<file path="config.mk">
export PLATFORM = sky130hd
export DESIGN_NAME = bcd_datetime_period_advance_unit
export DESIGN_NICKNAME = d
export VERILOG_FILES = /design/src/sv/bdpa_pkg.sv /design/src/sv/bdpa_seq.sv /design/src/sv/bcd_datetime_period_advance_unit.sv
export SDC_FILE = /design/constraint.sdc
export NUM_CORES = 1
export LEC_CHECK = 0
export BUFFER_PORTS_ARGS = -buffer_cell sky130_fd_sc_hd__buf_2
export CELL_PAD_IN_SITES_DETAIL_PLACEMENT = 0
export CELL_PAD_IN_SITES_GLOBAL_PLACEMENT = 1
export CORE_MARGIN = 2
export CORE_UTILIZATION = 50
export DETAILED_ROUTE_END_ITERATION = 8
export HOLD_SLACK_MARGIN = 0.08
export PLACE_DENSITY = 0.95
export SYNTH_ARGS = -nofsm -noshare
export SYNTH_HDL_FRONTEND = slang
export SYNTH_SLANG_ARGS = --single-unit
</file>
<file path="constraint.sdc">
create_clock -name clk -period 19.6 [get_ports clk]
set_clock_uncertainty 0.15 [all_clocks]
set_input_delay 3.92 -clock clk [delete_from_list [all_inputs] [get_ports clk]]
set_output_delay 3.92 -clock clk [all_outputs]
set_load 0.01 [all_outputs]
</file>
<file path="src/sv/bdpa_pkg.sv">
// Shared types, microcode codes and BCD helper functions for the BCD
// date-time period advance unit. No dependencies.
`timescale 1ns / 1ps

package bdpa_pkg;

	localparam int PC_W   = 5;
	localparam int OP_W   = 4;
	localparam int COND_W = 4;

	// Datapath operations, one per control word.
	localparam logic [OP_W-1:0] OP_NOP       = 4'd0;
	localparam logic [OP_W-1:0] OP_MUL       = 4'd1;
	localparam logic [OP_W-1:0] OP_MIN_LOAD  = 4'd2;
	localparam logic [OP_W-1:0] OP_MIN_DIV   = 4'd3;
	localparam logic [OP_W-1:0] OP_MIN_STORE = 4'd4;
	localparam logic [OP_W-1:0] OP_HR_LOAD   = 4'd5;
	localparam logic [OP_W-1:0] OP_HR_DIV    = 4'd6;
	localparam logic [OP_W-1:0] OP_HR_STORE  = 4'd7;
	localparam logic [OP_W-1:0] OP_DAY_LOAD  = 4'd8;
	localparam logic [OP_W-1:0] OP_DAY_STEP  = 4'd9;
	localparam logic [OP_W-1:0] OP_MON_LOAD  = 4'd10;
	localparam logic [OP_W-1:0] OP_MON_STEP  = 4'd11;
	localparam logic [OP_W-1:0] OP_DONE      = 4'd12;

	// Jump conditions.
	localparam logic [COND_W-1:0] COND_NONE     = 4'd0;
	localparam logic [COND_W-1:0] COND_UNIT_NE0 = 4'd1;
	localparam logic [COND_W-1:0] COND_UNIT_NE1 = 4'd2;
	localparam logic [COND_W-1:0] COND_UNIT_NE2 = 4'd3;
	localparam logic [COND_W-1:0] COND_UNIT_NE3 = 4'd4;
	localparam logic [COND_W-1:0] COND_CNT_ZERO = 4'd5;
	localparam logic [COND_W-1:0] COND_CNT_NE1  = 4'd6;
	localparam logic [COND_W-1:0] COND_ACC_GE60 = 4'd7;
	localparam logic [COND_W-1:0] COND_ACC_GE24 = 4'd8;

	localparam logic [2:0] UNIT_MINUTE = 3'd0;
	localparam logic [2:0] UNIT_HOUR   = 3'd1;
	localparam logic [2:0] UNIT_DAY    = 3'd2;
	localparam logic [2:0] UNIT_MONTH  = 3'd3;

	localparam logic [7:0] MINUTES_PER_HOUR = 8'd60;
	localparam logic [7:0] HOURS_PER_DAY    = 8'd24;
	localparam logic [7:0] FEB_LEAP_LEN     = 8'd29;
	localparam logic [7:0] FEB_LEN          = 8'd28;
	localparam logic [7:0] MONTHS_PER_YEAR  = 8'd12;
	localparam logic [7:0] LAST_YEAR        = 8'd99;
	localparam logic [7:0] MARCH_BCD        = 8'h03;

	typedef struct packed {
		logic [OP_W-1:0]   op;
		logic [COND_W-1:0] cond;
		logic [PC_W-1:0]   target;
	} ctrl_t;

	typedef struct packed {
		logic [2:0] unit;
		logic       cnt_zero;
		logic       cnt_one;
		logic       acc_ge60;
		logic       acc_ge24;
	} stat_t;

	// Decode two nibbles as low + 10 * high; nibbles above nine pass through.
	function automatic logic [7:0] bcd_dec(input logic [7:0] b);
		logic [7:0] hi;
		hi = {4'd0, b[7:4]};
		return {4'd0, b[3:0]} + (hi << 3) + (hi << 1);
	endfunction

	// Encode a binary byte as (v mod 10) + 16 * (v / 10), kept to eight bits.
	// The quotient comes from a reciprocal multiply, exact for any byte.
	function automatic logic [7:0] bcd_enc(input logic [7:0] v);
		logic [15:0] prod;
		logic [4:0]  q;
		logic [7:0]  r;
		prod = {8'd0, v} * 16'd205;
		q    = prod[15:11];
		r    = v - ({3'd0, q} << 3) - ({3'd0, q} << 1);
		return {q[3:0], r[3:0]};
	endfunction

	function automatic logic [7:0] next_year(input logic [7:0] yb);
		logic [7:0] y;
		y = bcd_dec(yb) + 8'd1;
		if (y > LAST_YEAR) begin
			y = 8'd0;
		end
		return bcd_enc(y);
	endfunction

	// Length of months other than February.
	function automatic logic [7:0] month_len(input logic [3:0] m);
		case (m)
			4'd4, 4'd6, 4'd9, 4'd11: return 8'd30;
			4'd1, 4'd3, 4'd5, 4'd7, 4'd8, 4'd10, 4'd12: return 8'd31;
			default: return 8'd0;
		endcase
	endfunction

endpackage

</file>
<file path="src/sv/bdpa_seq.sv">
// Microcode sequencer: program ROM, step counter and conditional jumps.
// Depends on bdpa_pkg.
`timescale 1ns / 1ps

module bdpa_seq import bdpa_pkg::*; (
	input  logic  clk,
	input  logic  arst_n,
	input  logic  launch,
	input  stat_t stat,
	output ctrl_t ctrl,
	output logic  busy
);

	logic [PC_W-1:0] pc_q;
	logic            run_q;
	ctrl_t           word;
	logic            take;

	function automatic ctrl_t rom(input logic [PC_W-1:0] pc);
		case (pc)
			5'd0:  return '{OP_MUL,       COND_NONE,     5'd0};
			5'd1:  return '{OP_NOP,       COND_UNIT_NE0, 5'd5};
			5'd2:  return '{OP_MIN_LOAD,  COND_NONE,     5'd0};
			5'd3:  return '{OP_MIN_DIV,   COND_ACC_GE60, 5'd3};
			5'd4:  return '{OP_MIN_STORE, COND_NONE,     5'd0};
			5'd5:  return '{OP_NOP,       COND_UNIT_NE1, 5'd9};
			5'd6:  return '{OP_HR_LOAD,   COND_NONE,     5'd0};
			5'd7:  return '{OP_HR_DIV,    COND_ACC_GE24, 5'd7};
			5'd8:  return '{OP_HR_STORE,  COND_NONE,     5'd0};
			5'd9:  return '{OP_NOP,       COND_UNIT_NE2, 5'd13};
			5'd10: return '{OP_DAY_LOAD,  COND_NONE,     5'd0};
			5'd11: return '{OP_NOP,       COND_CNT_ZERO, 5'd13};
			5'd12: return '{OP_DAY_STEP,  COND_CNT_NE1,  5'd12};
			5'd13: return '{OP_NOP,       COND_UNIT_NE3, 5'd17};
			5'd14: return '{OP_MON_LOAD,  COND_NONE,     5'd0};
			5'd15: return '{OP_NOP,       COND_CNT_ZERO, 5'd17};
			5'd16: return '{OP_MON_STEP,  COND_CNT_NE1,  5'd16};
			5'd17: return '{OP_DONE,      COND_NONE,     5'd0};
			default: return '{OP_DONE,    COND_NONE,     5'd0};
		endcase
	endfunction

	assign word = rom(pc_q);

	always_comb begin
		case (word.cond)
			COND_UNIT_NE0: take = stat.unit != UNIT_MINUTE;
			COND_UNIT_NE1: take = stat.unit != UNIT_HOUR;
			COND_UNIT_NE2: take = stat.unit != UNIT_DAY;
			COND_UNIT_NE3: take = stat.unit != UNIT_MONTH;
			COND_CNT_ZERO: take = stat.cnt_zero;
			COND_CNT_NE1:  take = !stat.cnt_one;
			COND_ACC_GE60: take = stat.acc_ge60;
			COND_ACC_GE24: take = stat.acc_ge24;
			default:       take = 1'b0;
		endcase
	end

	always_comb begin
		ctrl = word;
		if (!run_q) begin
			ctrl = '{OP_NOP, COND_NONE, 5'd0};
		end
	end

	assign busy = run_q;

	always_ff @(posedge clk or negedge arst_n) begin
		if (!arst_n) begin
			pc_q  <= '0;
			run_q <= 1'b0;
		end else if (launch) begin
			pc_q  <= '0;
			run_q <= 1'b1;
		end else if (run_q) begin
			if (word.op == OP_DONE) begin
				run_q <= 1'b0;
			end
			pc_q <= take ? word.target : pc_q + 5'd1;
		end
	end

endmodule

</file>
<file path="src/sv/bcd_datetime_period_advance_unit.sv">
// Top level of the BCD date-time period advance unit: handshake, datapath
// registers and assertions. Depends on bdpa_pkg and bdpa_seq.
`timescale 1ns / 1ps

// How to use this block
// A beat is offered by raising start with the timestamp, unit_select,
// period_count and period_multiplier on their ports; it is taken at the
// rising edge where start is high and busy is low. busy then stays high
// while a small microcoded sequencer walks the work: one step forms the
// product, the minute and hour splits run by repeated subtraction, and
// days or months advance one calendar step per cycle.
// Minute carries are added to the hours, and the days carried out of the
// hours are then stepped one by one like requested days; unit codes 4
// to 7 leave the timestamp unchanged.
// The result beat appears on minute_out .. year_out with done high for
// exactly one cycle; busy is already low in that cycle, so a new beat may
// be accepted at the edge that ends it. The receiver cannot stall the
// block. Reset (arst_n low) returns the sequencer to idle at once and
// drops busy and done; no clearing pass is needed.

module bcd_datetime_period_advance_unit import bdpa_pkg::*; (
	input  logic       clk,
	input  logic       arst_n,
	input  logic       start,
	output logic       busy,
	input  logic [7:0] minute_in,
	input  logic [7:0] hour_in,
	input  logic [7:0] day_in,
	input  logic [7:0] month_in,
	input  logic [7:0] year_in,
	input  logic [2:0] unit_select,
	input  logic [7:0] period_count,
	input  logic [7:0] period_multiplier,
	output logic       done,
	output logic [7:0] minute_out,
	output logic [7:0] hour_out,
	output logic [7:0] day_out,
	output logic [7:0] month_out,
	output logic [7:0] year_out
);

	// Timestamp being advanced, in BCD.
	logic [7:0] mi_q, ho_q, dy_q, mo_q, yr_q;
	// Operands latched at acceptance.
	logic [2:0] unit_q;
	logic [7:0] pcnt_q, pmul_q;
	// Work registers: units left to add, a binary accumulator, and a
	// counter that holds the carry and then the day or month steps left.
	logic [7:0] n_q, acc_q, cnt_q;
	logic       done_q;

	logic       launch;
	ctrl_t      ctrl;
	stat_t      stat;

	assign launch = start && !busy;

	assign stat.unit     = unit_q;
	assign stat.cnt_zero = cnt_q == 8'd0;
	assign stat.cnt_one  = cnt_q == 8'd1;
	assign stat.acc_ge60 = acc_q >= MINUTES_PER_HOUR;
	assign stat.acc_ge24 = acc_q >= HOURS_PER_DAY;

	bdpa_seq u_seq (
		.clk    (clk),
		.arst_n (arst_n),
		.launch (launch),
		.stat   (stat),
		.ctrl   (ctrl),
		.busy   (busy)
	);

	// The multiplier treats zero as one; only the low byte of the product
	// is kept.
	logic [7:0]  mul_eff;
	logic [15:0] prod;
	assign mul_eff = (pmul_q == 8'd0) ? 8'd1 : pmul_q;
	assign prod    = pcnt_q * mul_eff;

	// One day step. February rolls into March with the year unchanged; the
	// leap test is on the decoded year. A month outside 1..12 freezes the
	// day, month and year.
	logic [7:0] day_d, day_mb, day_lim, day_m_next;
	logic [7:0] day_dy, day_mo, day_yr;
	always_comb begin
		day_d      = bcd_dec(dy_q) + 8'd1;
		day_mb     = bcd_dec(mo_q);
		day_lim    = month_len(day_mb[3:0]);
		day_m_next = day_mb + 8'd1;
		day_dy     = dy_q;
		day_mo     = mo_q;
		day_yr     = yr_q;
		if (day_mb == 8'd2) begin
			day_lim = (bcd_dec(yr_q) & 8'h03) == 8'd0 ? FEB_LEAP_LEN : FEB_LEN;
			if (day_d > day_lim) begin
				day_d  = 8'd1;
				day_mo = MARCH_BCD;
			end
			day_dy = bcd_enc(day_d);
		end else if (day_mb >= 8'd1 && day_mb <= MONTHS_PER_YEAR) begin
			if (day_d > day_lim) begin
				day_d = 8'd1;
				if (day_m_next > MONTHS_PER_YEAR) begin
					day_m_next = 8'd1;
					day_yr     = next_year(yr_q);
				end
				day_mo = bcd_enc(day_m_next);
			end
			day_dy = bcd_enc(day_d);
		end
	end

	// One month step; the month range is not checked on the way in.
	logic [7:0] mon_m, mon_mo, mon_yr;
	always_comb begin
		mon_m  = bcd_dec(mo_q) + 8'd1;
		mon_yr = yr_q;
		if (mon_m > MONTHS_PER_YEAR) begin
			mon_m  = 8'd1;
			mon_yr = next_year(yr_q);
		end
		mon_mo = bcd_enc(mon_m);
	end

	always_ff @(posedge clk) begin
		if (launch) begin
			mi_q   <= minute_in;
			ho_q   <= hour_in;
			dy_q   <= day_in;
			mo_q   <= month_in;
			yr_q   <= year_in;
			unit_q <= unit_select;
			pcnt_q <= period_count;
			pmul_q <= period_multiplier;
		end else begin
			case (ctrl.op)
				OP_MUL: begin
					n_q   <= prod[7:0];
					cnt_q <= 8'd0;
				end
				OP_MIN_LOAD: begin
					acc_q <= bcd_dec(mi_q) + n_q;
				end
				OP_MIN_DIV: begin
					if (stat.acc_ge60) begin
						acc_q <= acc_q - MINUTES_PER_HOUR;
						cnt_q <= cnt_q + 8'd1;
					end
				end
				OP_MIN_STORE: begin
					mi_q <= bcd_enc(acc_q);
					if (!stat.cnt_zero) begin
						unit_q <= UNIT_HOUR;
						n_q    <= 8'd0;
					end
				end
				OP_HR_LOAD: begin
					acc_q <= bcd_dec(ho_q) + cnt_q + n_q;
					cnt_q <= 8'd0;
				end
				OP_HR_DIV: begin
					if (stat.acc_ge24) begin
						acc_q <= acc_q - HOURS_PER_DAY;
						cnt_q <= cnt_q + 8'd1;
					end
				end
				OP_HR_STORE: begin
					ho_q <= bcd_enc(acc_q);
					if (!stat.cnt_zero) begin
						unit_q <= UNIT_DAY;
						n_q    <= 8'd0;
					end
				end
				OP_DAY_LOAD: begin
					cnt_q <= cnt_q + n_q;
				end
				OP_DAY_STEP: begin
					dy_q  <= day_dy;
					mo_q  <= day_mo;
					yr_q  <= day_yr;
					cnt_q <= cnt_q - 8'd1;
				end
				OP_MON_LOAD: begin
					cnt_q <= n_q;
				end
				OP_MON_STEP: begin
					mo_q  <= mon_mo;
					yr_q  <= mon_yr;
					cnt_q <= cnt_q - 8'd1;
				end
				default: begin
				end
			endcase
		end
	end

	always_ff @(posedge clk or negedge arst_n) begin
		if (!arst_n) begin
			done_q <= 1'b0;
		end else begin
			done_q <= ctrl.op == OP_DONE;
		end
	end

	assign done       = done_q;
	assign minute_out = mi_q;
	assign hour_out   = ho_q;
	assign day_out    = dy_q;
	assign month_out  = mo_q;
	assign year_out   = yr_q;

	// The result beat comes after the sequencer has gone idle.
	a_done_idle: assert property (@(posedge clk) disable iff (!arst_n)
		done |-> !busy)
		else $error("result beat while the sequencer is still busy");

	// An accepted beat always starts the sequencer.
	a_launch_busy: assert property (@(posedge clk) disable iff (!arst_n)
		launch |=> busy)
		else $error("accepted beat did not start the sequencer");

	// The day and month loops are never entered with no steps left.
	a_loop_count: assert property (@(posedge clk) disable iff (!arst_n)
		(ctrl.op == OP_DAY_STEP || ctrl.op == OP_MON_STEP) |-> !stat.cnt_zero)
		else $error("calendar step taken with an empty step count");

	// The minute and hour remainders are in range when they are stored.
	a_remainder: assert property (@(posedge clk) disable iff (!arst_n)
		(ctrl.op == OP_MIN_STORE || ctrl.op == OP_HR_STORE) |->
		(!stat.acc_ge60 && (ctrl.op == OP_MIN_STORE || !stat.acc_ge24)))
		else $error("division loop left a remainder out of range");

endmodule
</file>
### Word-level counts from Yosys, hierarchy flattened

Memory sizes are Yosys's and may differ from the RTL's.
Index checks and enable logic that the tools add are counted.
Widths: inputs -> output; s select.

| word-level totals | value |
|---|---|
| register bits after elaboration | 90 |
| word-level logic and storage cells | 193 |
| output and inout bits | 42 |
| input port bits | 62 |
| bits in read-only memories | 496 |
| memories | 2 |

| operators by class | value |
|---|---|
| eq/ne operators | 39 |
| $lt $le $gt $ge | 8 |
| bitwise logic cells | 1 |
| mux-type cells | 57 |
| multiply operators | 8 |
| reduce and logical (&&, ||, !) cells | 28 |
| add/sub/neg operators | 36 |

Memory list:

| memory | depth | width | read ports | clocked after Yosys merged registers in | wr ports | RTL line | text |
|---|---|---|---|---|---|---|---|
| (name not given) | 32 | 13 | 1 | 0 | 0 | bdpa_seq.sv:20 | `case (pc)` |
| (name not given) | 16 | 5 | 1 | 0 | 0 | bdpa_pkg.sv:94 | `case (m)` |

Operators with widths:

| kind | number |
|---|---|
| $mux 8 | 39 |
| $mul 8x8->15 const B | 7 |
| $sub 4x4->4 | 14 |
| $pmux 8 s2 | 3 |
| $pmux 8 s6 | 1 |
| $add 4x7->8 | 5 |
| $add 8x5->8 | 5 |
| $add 8x1->8 const B | 4 |
| $add 8x8->8 | 4 |
| $eq 4x3->1 const B | 8 |
| $pmux 8 s4 | 1 |
| $eq 4x4->1 const B | 7 |
| $logic_not 8->1 | 3 |
| $ne 3x3->1 const B | 7 |
| $eq 4x2->1 const B | 4 |
| $mux 5 | 3 |
| $mux 13 | 1 |
| $ne 4x4->1 const B | 3 |
| $reduce_and 4->1 | 3 |
| $reduce_bool 3->1 | 4 |
| $reduce_bool 2->1 | 5 |
| $mux 3 | 3 |
| $eq 4x1->1 const B | 2 |
| $eq 8x1->1 const B | 1 |
| 30 further kinds | 40 |

### Depth between registers and ports, before layout

Gate-level depths: netlist of run 1.

| depth | value |
|---|---|
| depth in word-level cells | 18 |
| gate-level depth with buffers | 34 |
| gate-level depth less buffers | 34 |

### Hierarchy

Synthesis of run 1 repeated with hierarchy kept, for this count alone.

| unflattened totals | value |
|---|---|
| cell total of the unflattened synthesis | 1,471 |
| area total of the unflattened synthesis | 13,995.9 sq um |

By module, submodules not included:

| module | sequential area each (sq um) | cells an instance | area each (sq um) | times used |
|---|---|---|---|---|
| bcd_datetime_period_advance_unit | 2,517.4 | 1,337 | 13,018.7 | 1 |
| bdpa_seq | 150.1 | 134 | 977.2 | 1 |

### Worst setup path before layout of run 1

Ideal clock, no wire load.

| path | value |
|---|---|
| path type | register to register |
| from | reg mo_q[3] (netlist: month_out[3]) |
| to | reg dy_q[3] (netlist: day_out[3]), data pin |
| data required time | 19.176 ns |
| stages on the path, launching flop included | 32 |
| data arrival time | 7.859 ns |
| setup slack | 11.317 ns |
| clock period less this slack | 8.283 ns |
| setup time | 0.274 ns |
| path buffers | 1 |
| cell sequence | edfxtp_1 -> fa_1 -> fa_1 -> clkbuf_1 -> o31ai_1 -> ha_1 -> and3_1 -> and3_1 -> a31oi_1 -> nor2_1 -> nand2_1 -> inv_1 -> ha_1 -> inv_1 -> fa_1 -> inv_1 -> fa_1 -> inv_1 -> fa_1 -> inv_1 -> ha_1 -> a21o_1 -> a21o_1 -> a21o_1 -> o21a_1 -> or3_1 -> xor2_1 -> ha_1 -> a211oi_1 -> xnor3_1 -> o22ai_1 -> a31oi_1 |

| between the ends | value |
|---|---|
| longest elaborated chain between the ends | 14 |
| elaborated cells between the ends (all ways) | 15 |
| classes of those cells | add/sub: 4; mul: 1; order compare: 1; eq/ne: 1; mux: 7; memory: 1 |

RTL lines:

| what | RTL line | text |
|---|---|---|
| start, declared | bcd_datetime_period_advance_unit.sv:43 | `logic [7:0] mi_q, ho_q, dy_q, mo_q, yr_q;` |
| start signal, assigned | bcd_datetime_period_advance_unit.sv:130 | `mo_q <= month_in;` |
| start signal, assigned | bcd_datetime_period_advance_unit.sv:179 | `mo_q <= day_mo;` |
| start signal, assigned | bcd_datetime_period_advance_unit.sv:187 | `mo_q <= mon_mo;` |
| $add 4x7->8 (*) | bdpa_pkg.sv:68 | `return {4'd0, b[3:0]} + (hi << 3) + (hi << 1);` |
| $add 8x5->8 (*) | bdpa_pkg.sv:68 |  |
| $mem_v2 16x5 | n/a |  |
| $gt 8x8->1 | bcd_datetime_period_advance_unit.sv:101 | `if (day_d > day_lim) begin` |
| $mux 8 | bcd_datetime_period_advance_unit.sv:101 |  |
| $mux 8 | bcd_datetime_period_advance_unit.sv:100 | `end else if (day_mb >= 8'd1 && day_mb <= MONTHS_PER_YEAR) begin` |
| $mux 8 | bcd_datetime_period_advance_unit.sv:93 | `if (day_mb == 8'd2) begin` |
| $mul 8x8->15 | bdpa_pkg.sv:77 | `prod = {8'd0, v} * 16'd205;` |
| $sub 4x4->4 (2 in series) | bdpa_pkg.sv:79 | `r = v - ({3'd0, q} << 3) - ({3'd0, q} << 1);` |
| $mux 8 | bcd_datetime_period_advance_unit.sv:100 |  |
| $mux 8 (*) | bcd_datetime_period_advance_unit.sv:93 |  |
| $mux 8 (*) | bcd_datetime_period_advance_unit.sv:136 | `case (ctrl.op)` |
| $mux 8 (*) | bcd_datetime_period_advance_unit.sv:126 | `if (launch) begin` |
| end signal, assigned | bcd_datetime_period_advance_unit.sv:129 | `dy_q <= day_in;` |
| end signal, assigned | bcd_datetime_period_advance_unit.sv:178 | `dy_q <= day_dy;` |
| end, declared | bcd_datetime_period_advance_unit.sv:43 |  |

Every way passes the cells marked *; elsewhere a longest branch is shown, timed or not. The select of a mux whose other input is x is not followed.
A chain may end at the register's enable or synchronous reset.

### Worst setup path after layout of run 1

| path | value |
|---|---|
| from | reg mo_q[4] (netlist: month_out[4]) |
| to | reg dy_q[3] (netlist: day_out[3]), data pin |

| between the ends | value |
|---|---|
| longest elaborated chain between the ends | 14 |
| elaborated cells between the ends (all ways) | 15 |
| classes of those cells | add/sub: 4; mul: 1; order compare: 1; eq/ne: 1; mux: 7; memory: 1 |

RTL lines:

| what | RTL line |
|---|---|
| $add 4x7->8 | bdpa_pkg.sv:68 |
| $add 8x5->8 (*) | bdpa_pkg.sv:68 |
| $mem_v2 16x5 | n/a |
| $gt 8x8->1 | bcd_datetime_period_advance_unit.sv:101 |
| $mux 8 | bcd_datetime_period_advance_unit.sv:101 |
| $mux 8 | bcd_datetime_period_advance_unit.sv:100 |
| $mux 8 | bcd_datetime_period_advance_unit.sv:93 |
| $mul 8x8->15 | bdpa_pkg.sv:77 |
| $sub 4x4->4 (2 in series) | bdpa_pkg.sv:79 |
| $mux 8 | bcd_datetime_period_advance_unit.sv:100 |
| $mux 8 (*) | bcd_datetime_period_advance_unit.sv:93 |
| $mux 8 (*) | bcd_datetime_period_advance_unit.sv:136 |
| $mux 8 (*) | bcd_datetime_period_advance_unit.sv:126 |

Marks and branches as above.

==> impl_table.tex, run 1 <==
\begin{tabular}{lr}
\hline
Metric & Value \\
\hline
\multicolumn{2}{l}{\textbf{Clock tree}} \\
Count of buffers added by post-CTS timing repair for setup & 0 \\
CTS tree & yes \\
CTS buffer count & 9 \\
Maximum level of the CTS H-tree & 3 \\
Clk Tree Root Cell & sky130\_fd\_sc\_hd\_\_clkbuf\_16 \\
Insertion delay of the later-clocked pin in the worst-skew pair & 0.36 ns \\
Post-cts hold buffer count & 0 \\
Number of instances resized during post-cts repair & 0 \\
Clock slew at reported path FFs & about 0.080 ns \\
Number of buffers between clock root and the deepest sink & 2 \\
Clock net sink count & 90 \\
\multicolumn{2}{l}{\textbf{Worst setup path}} \\
Kind of start point of the critical path & flop \\
Startpoint of the worst setup timing path & month\_out[4] \\
Type of element capturing the critical path & flop \\
Critical path's largest stage delay & about 0.65 ns \\
Cell type of the slowest stage on the worst timing path & sky130\_fd\_sc\_hd\_\_fa\_1 \\
Crit path required time & 19.55 ns \\
WP depth & 30 \\
Kind of cell adding the most delay to the critical path & adder cells \\
End point of the critical path & day\_out[3] \\
Buf+Inv Stages, Crit Path & 5 \\
Endpoint of the worst register-to-register path & day\_out[3] \\
Crit Path Max Fanout & 11 \\
Cell depth of the worst flop-to-flop path & 30 \\
Start of the worst register-to-register path & month\_out[4] \\
Startpoint-to-endpoint class of the critical path & reg2reg \\
Data arrival time at the worst-slack endpoint & 8.78 ns \\
R2r setup slk & $\sim$11 ns \\
\multicolumn{2}{l}{\textbf{Die}} \\
Count of boundary I/O pins & 104 \\
Area of the core region & 0.0271 mm\^{}2 \\
Effective utilization at floorplan & about 51\% \\
DIE AREA & 0.0290 mm\^{}2 \\
Die Span X & $\sim$170 um \\
Height of the chip & 170 um \\
Number of standard-cell rows in the floorplan & 60 \\
\multicolumn{2}{l}{\textbf{Hold path}} \\
Hold WC Path Type & reg2reg \\
\multicolumn{2}{l}{\textbf{STA}} \\
Timing-limited maximum frequency & $\sim$110 MHz \\
Max-slew headroom & a little over a quarter \\
Setup TNS & 0 ns \\
Fin crit period & just under 9 ns \\
RSZ-0062 raised after global routing & no \\
Final hold vios & 0 \\
Number of pins exceeding their max-slew limit in the final report & 0 \\
Final number of setup-violating endpoints & 0 \\
Final cycle utilization of the critical path & a little under half \\
Slew at the pin closest to its max-slew limit & about 1.1 ns \\
\multicolumn{2}{l}{\textbf{Layout}} \\
\# fillers & 2410 \\
Net count reported at finish & about 2000 \\
Syn-to-layout area delta & 9.65\% \\
Count of placed standard cells in the final layout, fillers left out & 1962 \\
Leading cell types in the layout, fill and taps excluded & sky130\_fd\_sc\_hd\_\_ha\_1 (304), sky130\_fd\_sc\_hd\_\_inv\_1 (246), sky130\_fd\_sc\_hd\_\_buf\_2 (103) \\
Layout cells sized above 1 & under 10\% \\
Most common cell after layout, fill and taps aside & sky130\_fd\_sc\_hd\_\_ha\_1 \\
\multicolumn{2}{l}{\textbf{Yosys}} \\
Number of distinct library cells after synthesis & 87 \\
Count of state elements after synthesis & 90 \\
Synth Area in Simple Gates & 11.6\% \\
Dominant register cell in the synthesized netlist & sky130\_fd\_sc\_hd\_\_edfxtp\_1 \\
Gate Count Post-Synth & between 1000 and 1500 \\
Post-Synth Adder-Cell Area & between 40\% and 50\% \\
Share of the yosys chip area belonging to registers & around 19\% \\
Compound-Gate Fraction of Synth Area & between 10\% and 20\% \\
Largest family of logic cells by synthesized area & adder cells \\
Multiplexer fraction of the synthesized cell area & under 10\% \\
XOR/XNOR share of the synthesized area & under 10\% \\
Share of flip-flops with an asynchronous set or reset after synthesis & under 10\% \\
Synth Area per Inst & 9.52 um\^{}2 \\
Count of synthesis-stage warnings from yosys & 0 \\
Number of flops mapped to enable cells by yosys & 83 \\
Synthesized cell area & roughly 0.014 mm\^{}2 \\
\multicolumn{2}{l}{\textbf{Route}} \\
Routed WL & around 30000 um \\
Number of vias per cell & about 5.4 \\
Post-route DRC violation count & 0 \\
Number of iterations in the first detailed-routing pass & 5 \\
Initial drt markers & 620 \\
Post-DR wirelength/cell & 15.5 um \\
Via count & approximately 11000 \\
ANT nets after route & 0 \\
\multicolumn{2}{l}{\textbf{Global route}} \\
Total congestion overflow & 0 \\
Fraction of met1 tracks used by global routing & between 20 and 30\% \\
Pin count of the biggest net entering global routing & 47 \\
First-pass GRT wire length & just over 50000 um \\
Grt peak-use layer & met2 \\
Number of antenna violations at the first check in global routing & 1 \\
Met2 routing resource usage after global routing & between 30\% and 40\% \\
Met3 global-route usage & under 10\% \\
Total routing resource utilization after global routing & a little over a fifth \\
Vias in the first global route & between 10000 and 15000 \\
\multicolumn{2}{l}{\textbf{Outcome}} \\
Outcome & finished clean \\
\multicolumn{2}{l}{\textbf{Placed design}} \\
DPL Wire Length & around 26000 um \\
Inst Count DP & approximately 1900 \\
RD Place Congestion & 0.886 \\
PortBufs & 103 \\
\multicolumn{2}{l}{\textbf{Job}} \\
Number of max-cap violations & 0 \\
\hline
\end{tabular}
worst min-delay path, delay by kind of cell, from the launching register on:
family / cells / cell delay (ns)
flip-flops: 1 / 0.42
AO/OA/AOI/OAI: 1 / 0.07
AND/OR/NAND/NOR: 1 / 0.07
cell usage after synthesis, types with 6 or more instances:
cell                         n  area [um^2]
sky130_fd_sc_hd__ha_1      304         3800
sky130_fd_sc_hd__inv_1     247          927
sky130_fd_sc_hd__nand2_1    94          353
sky130_fd_sc_hd__fa_1       93         1860
sky130_fd_sc_hd__edfxtp_1   83         2490
sky130_fd_sc_hd__nor2_1     74          278
sky130_fd_sc_hd__xnor2_1    73          639
sky130_fd_sc_hd__a21oi_1    60          300
sky130_fd_sc_hd__o21ai_0    43          215
sky130_fd_sc_hd__and2_1     35          219
sky130_fd_sc_hd__a21o_1     34          255
sky130_fd_sc_hd__xor2_1     27          236
sky130_fd_sc_hd__nand3_1    21          105
sky130_fd_sc_hd__nor3_1     17         85.1
sky130_fd_sc_hd__clkbuf_1   15         56.3
sky130_fd_sc_hd__a31oi_1    11         68.8
sky130_fd_sc_hd__and3_1     10         62.6
sky130_fd_sc_hd__nand3b_1   10         75.1
sky130_fd_sc_hd__or3_1      10         62.6
sky130_fd_sc_hd__mux2i_1     9         90.1
sky130_fd_sc_hd__nand2b_1    9         56.3
sky130_fd_sc_hd__nor4_1      8         50.1
sky130_fd_sc_hd__a211oi_1    7         52.6
sky130_fd_sc_hd__a22o_1      7         61.3
sky130_fd_sc_hd__dfrtp_1     7          175
sky130_fd_sc_hd__nand4_1     7         43.8
sky130_fd_sc_hd__nor2b_1     7         43.8
sky130_fd_sc_hd__o221ai_1    7         61.3
sky130_fd_sc_hd__o31ai_1     7         52.6
sky130_fd_sc_hd__o21bai_1    6         45.0
cells by family (layout without fill, tap and decap cells):
group,count (synthesis),after routing
AO/OA/AOI/OAI,249,249
XOR/XNOR,104,104
adder cells (fa/ha/maj),397,397
buffers and inverters,275,372
flip-flops,90,90
multiplexers,14,14
other,2,41
AND/OR/NAND/NOR,323,323
how the worst min path moves through the flow:
| stage | cells after the start | slack (ns) | to | from |
|---|---|---|---|---|
| after floorplan | 1 | 0.44 | u_seq.pc_q[1] | u_seq.pc_q[1] |
| after global placement | 2 | 0.51 | cnt_q[6] | n_q[6] |
| after detailed placement | 2 | 0.51 | cnt_q[6] | n_q[6] |
| after CTS | 2 | 0.53 | cnt_q[6] | n_q[6] |
| after global routing | 2 | 0.58 | cnt_q[6] | n_q[6] |
| final | 2 | 0.52 | cnt_q[6] | n_q[6] |
registers in the layout (all words and copies together), names as in the netlist:
register and flops:
pcnt_q 8, year_out 8, day_out 8, n_q 8
u_seq.busy 1, acc_q 8, minute_out 8, pmul_q 8
unit_q 3, done 1, month_out 8, u_seq.pc_q 5
hour_out 8, cnt_q 8
per-stage QoR:
stage / area, um^2 / util (%) / hold slack, ns / setup slack [ns]
2_1_floorplan: 14000 / - / 0.444 / 11.32
3_3_place_gp: 14900 / 54.9 / 0.512 / 11.01
3_5_place_dp: 14900 / 54.9 / 0.513 / 10.80
4_1_cts: 15200 / 56.0 / 0.532 / 10.76
5_1_grt: 15200 / 56.0 / 0.579 / 10.29
6_report: 15200 / 56.0 / 0.521 / 10.77
metal layers:
layer / routed length (um) / share of wire (%) / up-vias
met5: 0 / 0 / -
met4: 511 / 1.7 / 0
met3: 1400 / 4.6 / 36
met2: 15000 / 49 / 247
met1: 13500 / 44 / 5029
li1: - / - / 5233
area by class of cell:
cell class	instances	area [um^2]	area share [%]
antenna	1	2.50	0.0165
timing repair buffer	108	553	3.64
inverter	248	931	6.13
tap	372	465	3.07
clock inverter	7	66.3	0.437
multi-input combinational	1127	10300	67.6
clock buffer	9	225	1.48
sequential	90	2670	17.6
Power of run 1 is not shown: default switching activity piles up to over one toggle a cycle in this logic, so the estimate is an artifact.
==> inputs of run 2 (changes only) <==
Settings changed: CORE_UTILIZATION 50 to 49, PLACE_DENSITY 0.95 to 0.94.
Clock period 19.6 ns to 8.2 ns, I/O delays scaled along.
==> impl_table.tex, run 2 (synthesis gave the netlist of run 1 again) <==
\begin{tabular}{lr}
\hline
Metric & Value \\
\hline
\multicolumn{2}{l}{\textbf{Clock tree}} \\
CTS buffer count & 9 (unchanged) \\
Clock slew at reported path FFs & 0.08 ns (about the same) \\
Maximum level of the CTS H-tree & 3 (unchanged) \\
CTS tree & yes \\
Insertion delay of the later-clocked pin in the worst-skew pair & 0.37 ns (about the same) \\
Post-cts hold buffer count & 0 (unchanged) \\
Number of buffers between clock root and the deepest sink & 2 (unchanged) \\
Clock net sink count & 90 (unchanged) \\
Clk Tree Root Cell & sky130\_fd\_sc\_hd\_\_clkbuf\_16 \\
\multicolumn{2}{l}{\textbf{Die}} \\
Area of the core region & 0.0278 mm\^{}2 (+2.5\%) \\
DIE AREA & 0.0296 mm\^{}2 (+2.0\%) \\
Die Span X & 172 um (+0.99\%) \\
Count of boundary I/O pins & 104 (unchanged) \\
Number of standard-cell rows in the floorplan & 61 (+1.7\%) \\
Effective utilization at floorplan & 49.8\% (-1.3 points) \\
Height of the chip & 172 um (+0.99\%) \\
\multicolumn{2}{l}{\textbf{Global route}} \\
Vias in the first global route & 10900 (+1.4\%) \\
Total congestion overflow & 0 (unchanged) \\
Number of antenna violations at the first check in global routing & 0 (-1) \\
Pin count of the biggest net entering global routing & 47 (unchanged) \\
First-pass GRT wire length & 51900 um (+1.6\%) \\
Total routing resource utilization after global routing & 22.0\% (+0.16 points) \\
\multicolumn{2}{l}{\textbf{Route}} \\
Post-DR wirelength/cell & 15.8 um (+1.9\%) \\
Via count & 10700 (+1.5\%) \\
Number of iterations in the first detailed-routing pass & 5 (unchanged) \\
ANT nets after route & 0 (unchanged) \\
Post-route DRC violation count & 0 (unchanged) \\
Initial drt markers & 601 (-3.1\%) \\
Routed WL & 31500 um (+3.9\%) \\
Number of vias per cell & 5.35 (-0.46\%) \\
\multicolumn{2}{l}{\textbf{Layout}} \\
Antenna diode count & 0 (-1) \\
Count of placed standard cells in the final layout, fillers left out & 2001 (+2.0\%) \\
Syn-to-layout area delta & 13.1\% \\
Net count reported at finish & 2077 (+1.7\%) \\
Non-Filler Cell Area, Final & 0.0157 mm\^{}2 (+3.1\%) \\
Layout cells sized above 1 & 13.7\% (+4.1 points) \\
Leading cell types in the layout, fill and taps excluded & sky130\_fd\_sc\_hd\_\_ha\_1 (297), sky130\_fd\_sc\_hd\_\_inv\_1 (244), sky130\_fd\_sc\_hd\_\_buf\_2 (103) \\
Most common cell after layout, fill and taps aside & sky130\_fd\_sc\_hd\_\_ha\_1 \\
\multicolumn{2}{l}{\textbf{Worst setup path}} \\
Crit Path Max Fanout & 4 (-7) \\
Type of element capturing the critical path & flop \\
Critical path's largest stage delay & 0.63 ns (-0.02 ns) \\
Crit path required time & 8.15 ns (-11.40 ns) \\
Startpoint-to-endpoint class of the critical path & reg2reg \\
Data arrival time at the worst-slack endpoint & 7.89 ns (-0.89 ns) \\
Kind of start point of the critical path & flop \\
Cell type of the slowest stage on the worst timing path & sky130\_fd\_sc\_hd\_\_fa\_2 \\
Buf+Inv Stages, Crit Path & 5 (unchanged) \\
Kind of cell adding the most delay to the critical path & adder cells \\
\multicolumn{2}{l}{\textbf{STA}} \\
Max-slew headroom & 29.9\% (+3.1 points) \\
Tightest hold margin & 0.526 ns (+0.00517 ns) \\
Fin crit period & 7.93 ns (-0.896 ns) \\
Final hold vios & 0 (unchanged) \\
Number of pins exceeding their max-slew limit in the final report & 0 (unchanged) \\
Setup TNS & 0 ns (unchanged) \\
Timing-limited maximum frequency & 126 MHz (+11\%) \\
Slew at the pin closest to its max-slew limit & 1.04 ns (-0.0498 ns) \\
Final number of setup-violating endpoints & 0 (unchanged) \\
Final cycle utilization of the critical path & 96.8\% (+52 points) \\
\multicolumn{2}{l}{\textbf{Job}} \\
Number of max-cap violations & 0 (unchanged) \\
\multicolumn{2}{l}{\textbf{Placed design}} \\
Cell area after placement & 0.0151 mm\^{}2 (+1.2\%) \\
DPL Wire Length & 26200 um (+2.5\%) \\
RD Place Congestion & 0.890 (+0.36\%) \\
Inst Count DP & 1973 (+1.4\%) \\
PortBufs & 103 (unchanged) \\
\multicolumn{2}{l}{\textbf{Outcome}} \\
Outcome & finished clean \\
\multicolumn{2}{l}{\textbf{Hold path}} \\
Hold WC Path Type & reg2reg \\
\hline
\end{tabular}
[run 2: cell count changes in the layout (fill, tap and decap cells not counted), sizes merged]
cell and delta:
buf +34, diode -1, clkinvlp +1, inv -4, clkinv +3
[run 2: metal layers]
layer,vias up,GRT usage (%),wire length (um)
met5,-,0,0
met4,0,5.85,566
met3,41,3.64,1430
met2,255,38.1,15500
met1,5121,28.5,14100
li1,5288,-,-
[run 2: final cells by class]
class | count | area [um^2]
Fill cell | 2512 | 12100
Multi-Input combinational cell | 1127 | 10500
Sequential cell | 90 | 2670
Inverter | 248 | 931
Timing Repair Buffer | 142 | 808
Tap cell | 378 | 473
Clock buffer | 9 | 225
Clock inverter | 7 | 62.6
[run 2: metrics by stage]
step,worst slack (ns),util [%]
floorplan,0.0579,-
global route,-0.0951,56.3
global placement,0.133,54.2
finish,0.265,56.3
detailed placement,-0.160,54.2
CTS,0.00632,55.4
[run 2: tightest hold or removal path: stages, from the launching register on]
cell                       delay, ns
sky130_fd_sc_hd__edfxtp_1       0.44
sky130_fd_sc_hd__nand2_1        0.07
sky130_fd_sc_hd__o221ai_1       0.06
[run 2: worst paths after layout]
check | start | to | slack (ns) | cells past startpoint
worst max-delay path | month_out[5] | day_out[3] | 0.27 | 32
worst min-delay path | n_q[5] | cnt_q[5] | 0.53 | 2
worst max register to register | month_out[5] | day_out[3] | 0.27 | 32
worst min register to register | n_q[5] | cnt_q[5] | 0.53 | 2
max in group asynchronous | arst_n | u_seq.pc_q[1] | 6.80 | 1
min in group asynchronous | arst_n | u_seq.pc_q[3] | 0.95 | 1
[run 2: timing repair]
action / 4_1_cts / 5_1_grt
endpoints found under the setup margin: 1 / 3
buffers inserted: 1 / 11
pin swaps: 1 / 21
endpoints found under the hold margin: 0 / 0
resized for setup: 4 / 36
Power of run 2 is left out for the same reason.
==> inputs of run 3 (changes only) <==
Settings changed: CORE_ASPECT_RATIO set to 1.1, SYNTH_HIERARCHICAL set to 1.
==> impl_table.tex, run 3 <==
\begin{tabular}{lr}
\hline
Metric & Value \\
\hline
\multicolumn{2}{l}{\textbf{Clock tree}} \\
Clk Tree Root Cell & sky130\_fd\_sc\_hd\_\_clkbuf\_16 \\
CTS tree & yes \\
Clock slew at reported path FFs & 0.08 ns (about the same) \\
Maximum level of the CTS H-tree & 3 (unchanged) \\
Number of buffers between clock root and the deepest sink & 2 (unchanged) \\
Post-cts hold buffer count & 0 (unchanged) \\
Insertion delay of the later-clocked pin in the worst-skew pair & 0.37 ns (about the same) \\
Clock net sink count & 90 (unchanged) \\
CTS buffer count & 9 (unchanged) \\
\multicolumn{2}{l}{\textbf{Die}} \\
Count of boundary I/O pins & 104 (unchanged) \\
DIE AREA & 0.0299 mm\^{}2 (+0.84\%) \\
Number of standard-cell rows in the floorplan & 64 (+4.9\%) \\
Die Span X & 165 um (-4.1\%) \\
Effective utilization at floorplan & 50.0\% (+0.13 points) \\
Height of the chip & 181 um (+5.2\%) \\
Area of the core region & 0.0279 mm\^{}2 (+0.59\%) \\
\multicolumn{2}{l}{\textbf{Route}} \\
Number of iterations in the first detailed-routing pass & 5 (unchanged) \\
Post-route DRC violation count & 0 (unchanged) \\
Via count & 10800 (+1.0\%) \\
Post-DR wirelength/cell & 16.6 um (+5.1\%) \\
Number of vias per cell & 5.46 (+2.0\%) \\
ANT nets after route & 0 (unchanged) \\
Routed WL & 32800 um (+4.0\%) \\
Initial drt markers & 488 (-19\%) \\
\multicolumn{2}{l}{\textbf{Global route}} \\
Total congestion overflow & 0 (unchanged) \\
Number of antenna violations at the first check in global routing & 3 (+3) \\
Pin count of the biggest net entering global routing & 48 (+2.1\%) \\
Total routing resource utilization after global routing & 22.9\% (+0.97 points) \\
First-pass GRT wire length & 54600 um (+5.1\%) \\
Vias in the first global route & 11200 (+3.0\%) \\
\multicolumn{2}{l}{\textbf{Layout}} \\
Share of the core filled with cells & 55.9\% (-0.46 points) \\
Non-Filler Cell Area, Final & 0.0156 mm\^{}2 (-0.22\%) \\
Syn-to-layout area delta & 11.8\% \\
Most common cell after layout, fill and taps aside & sky130\_fd\_sc\_hd\_\_ha\_1 \\
Net count reported at finish & 2070 (-0.34\%) \\
Layout cells sized above 1 & 12.7\% (-0.99 points) \\
\# fillers & 2471 (-1.6\%) \\
Leading cell types in the layout, fill and taps excluded & sky130\_fd\_sc\_hd\_\_ha\_1 (301), sky130\_fd\_sc\_hd\_\_inv\_1 (240), sky130\_fd\_sc\_hd\_\_buf\_2 (103) \\
\multicolumn{2}{l}{\textbf{Worst setup path}} \\
Type of element capturing the critical path & flop \\
Cell type of the slowest stage on the worst timing path & sky130\_fd\_sc\_hd\_\_fa\_1 \\
Start of the worst register-to-register path & year\_out[5] \\
Crit path required time & 8.18 ns (+0.03 ns) \\
Buf+Inv Stages, Crit Path & 5 (unchanged) \\
Kind of cell adding the most delay to the critical path & adder cells \\
Crit Path Max Fanout & 4 (unchanged) \\
Cell depth of the worst flop-to-flop path & 30 (-6.3\%) \\
Endpoint of the worst register-to-register path & year\_out[3] \\
R2r setup slk & 0.29 ns (+0.02 ns) \\
Startpoint-to-endpoint class of the critical path & reg2reg \\
Kind of start point of the critical path & flop \\
Critical path's largest stage delay & 0.53 ns (-0.10 ns) \\
Data arrival time at the worst-slack endpoint & 7.89 ns (about the same) \\
\multicolumn{2}{l}{\textbf{STA}} \\
Final hold vios & 0 (unchanged) \\
Timing-limited maximum frequency & 126 MHz (+0.28\%) \\
Tightest hold margin & 0.527 ns (+0.000174 ns) \\
Max-slew headroom & 21.0\% (-8.9 points) \\
Fin crit period & 7.91 ns (-0.0221 ns) \\
Final number of setup-violating endpoints & 0 (unchanged) \\
Final cycle utilization of the critical path & 96.5\% (-0.27 points) \\
Slew at the pin closest to its max-slew limit & 1.18 ns (+0.137 ns) \\
Number of pins exceeding their max-slew limit in the final report & 0 (unchanged) \\
\multicolumn{2}{l}{\textbf{Outcome}} \\
Outcome & finished clean \\
\multicolumn{2}{l}{\textbf{Placed design}} \\
Cell area after placement & 0.0151 mm\^{}2 (about the same) \\
DPL Wire Length & 27100 um (+3.5\%) \\
PortBufs & 103 (unchanged) \\
RD Place Congestion & 0.929 (+4.4\%) \\
\multicolumn{2}{l}{\textbf{Yosys}} \\
Gate Count Post-Synth & 1463 (+0.62\%) \\
Synthesized cell area & 0.0140 mm\^{}2 (+0.86\%) \\
Count of synthesis-stage warnings from yosys & 6 (+6) \\
Synth Area per Inst & 9.54 um\^{}2 (+0.24\%) \\
\multicolumn{2}{l}{\textbf{Hold path}} \\
Hold WC Path Type & reg2reg \\
Hold endpoint & u\_seq/pc\_q[1] \\
Hold path depth & 2 (unchanged) \\
Hold Path Origin & u\_seq/pc\_q[1] \\
\multicolumn{2}{l}{\textbf{Job}} \\
Number of max-cap violations & 0 (unchanged) \\
\hline
\end{tabular}
==> run 3: how the worst max path moves through the flow <==
| stage | from | to | depth (start not counted) |
|---|---|---|---|
| floorplan | year_out[4] | year_out[3] | 30 |
| global placement | year_out[4] | year_out[3] | 30 |
| detailed placement | year_out[4] | year_out[3] | 30 |
| CTS | month_out[4] | day_out[3] | 28 |
| global route | month_out[5] | month_out[3] | 28 |
| finish | year_out[5] | year_out[3] | 30 |
==> run 3: metal layers <==
layer,vias up,routed length [um],GRT usage (%),part of all wire (%)
met5,-,13,0,0.040
met4,2,706,6.68,2.2
met3,50,1350,3.42,4.1
met2,220,16900,41.6,52
met1,5242,13800,27.9,42
li1,5301,-,-,-
==> run 3: final cells by class <==
type / instances / area (um^2) / area share (%)
multi-input cells: 1139 / 10600 / 67.6
flip-flops and latches: 90 / 2670 / 17.1
inverters: 243 / 912 / 5.84
repair buffers: 128 / 703 / 4.50
well taps: 363 / 454 / 2.91
clock buffers: 11 / 233 / 1.49
clock inverters: 5 / 78.8 / 0.505
diodes: 2 / 5.00 / 0.0321
==> run 3: metrics by stage <==
stage / instances / TNS (ns) / worst slack [ns]
finish: 1981 / 0 / 0.287
global route: 1979 / -0.0925 / -0.0635
CTS: 1969 / 0 / 0.000507
detailed placement: 1953 / 0 / 0.0370
global placement: 1953 / 0 / 0.208
floorplan: 1501 / 0 / 0.356
==> run 3: what timing repair did <==
action                                  CTS  global route
endpoints found under the hold margin     0             0
resized for setup                         0            33
endpoints found under the setup margin    0             7
buffers inserted                          0            10
==> run 3: worst min-delay path, cell delays in order, from the launching register on <==
cell,delay [ns]
sky130_fd_sc_hd__dfrtp_1,0.47
sky130_fd_sc_hd__nor2_1,0.12
sky130_fd_sc_hd__a311oi_1,0.05
Power of run 3 is left out for the same reason.
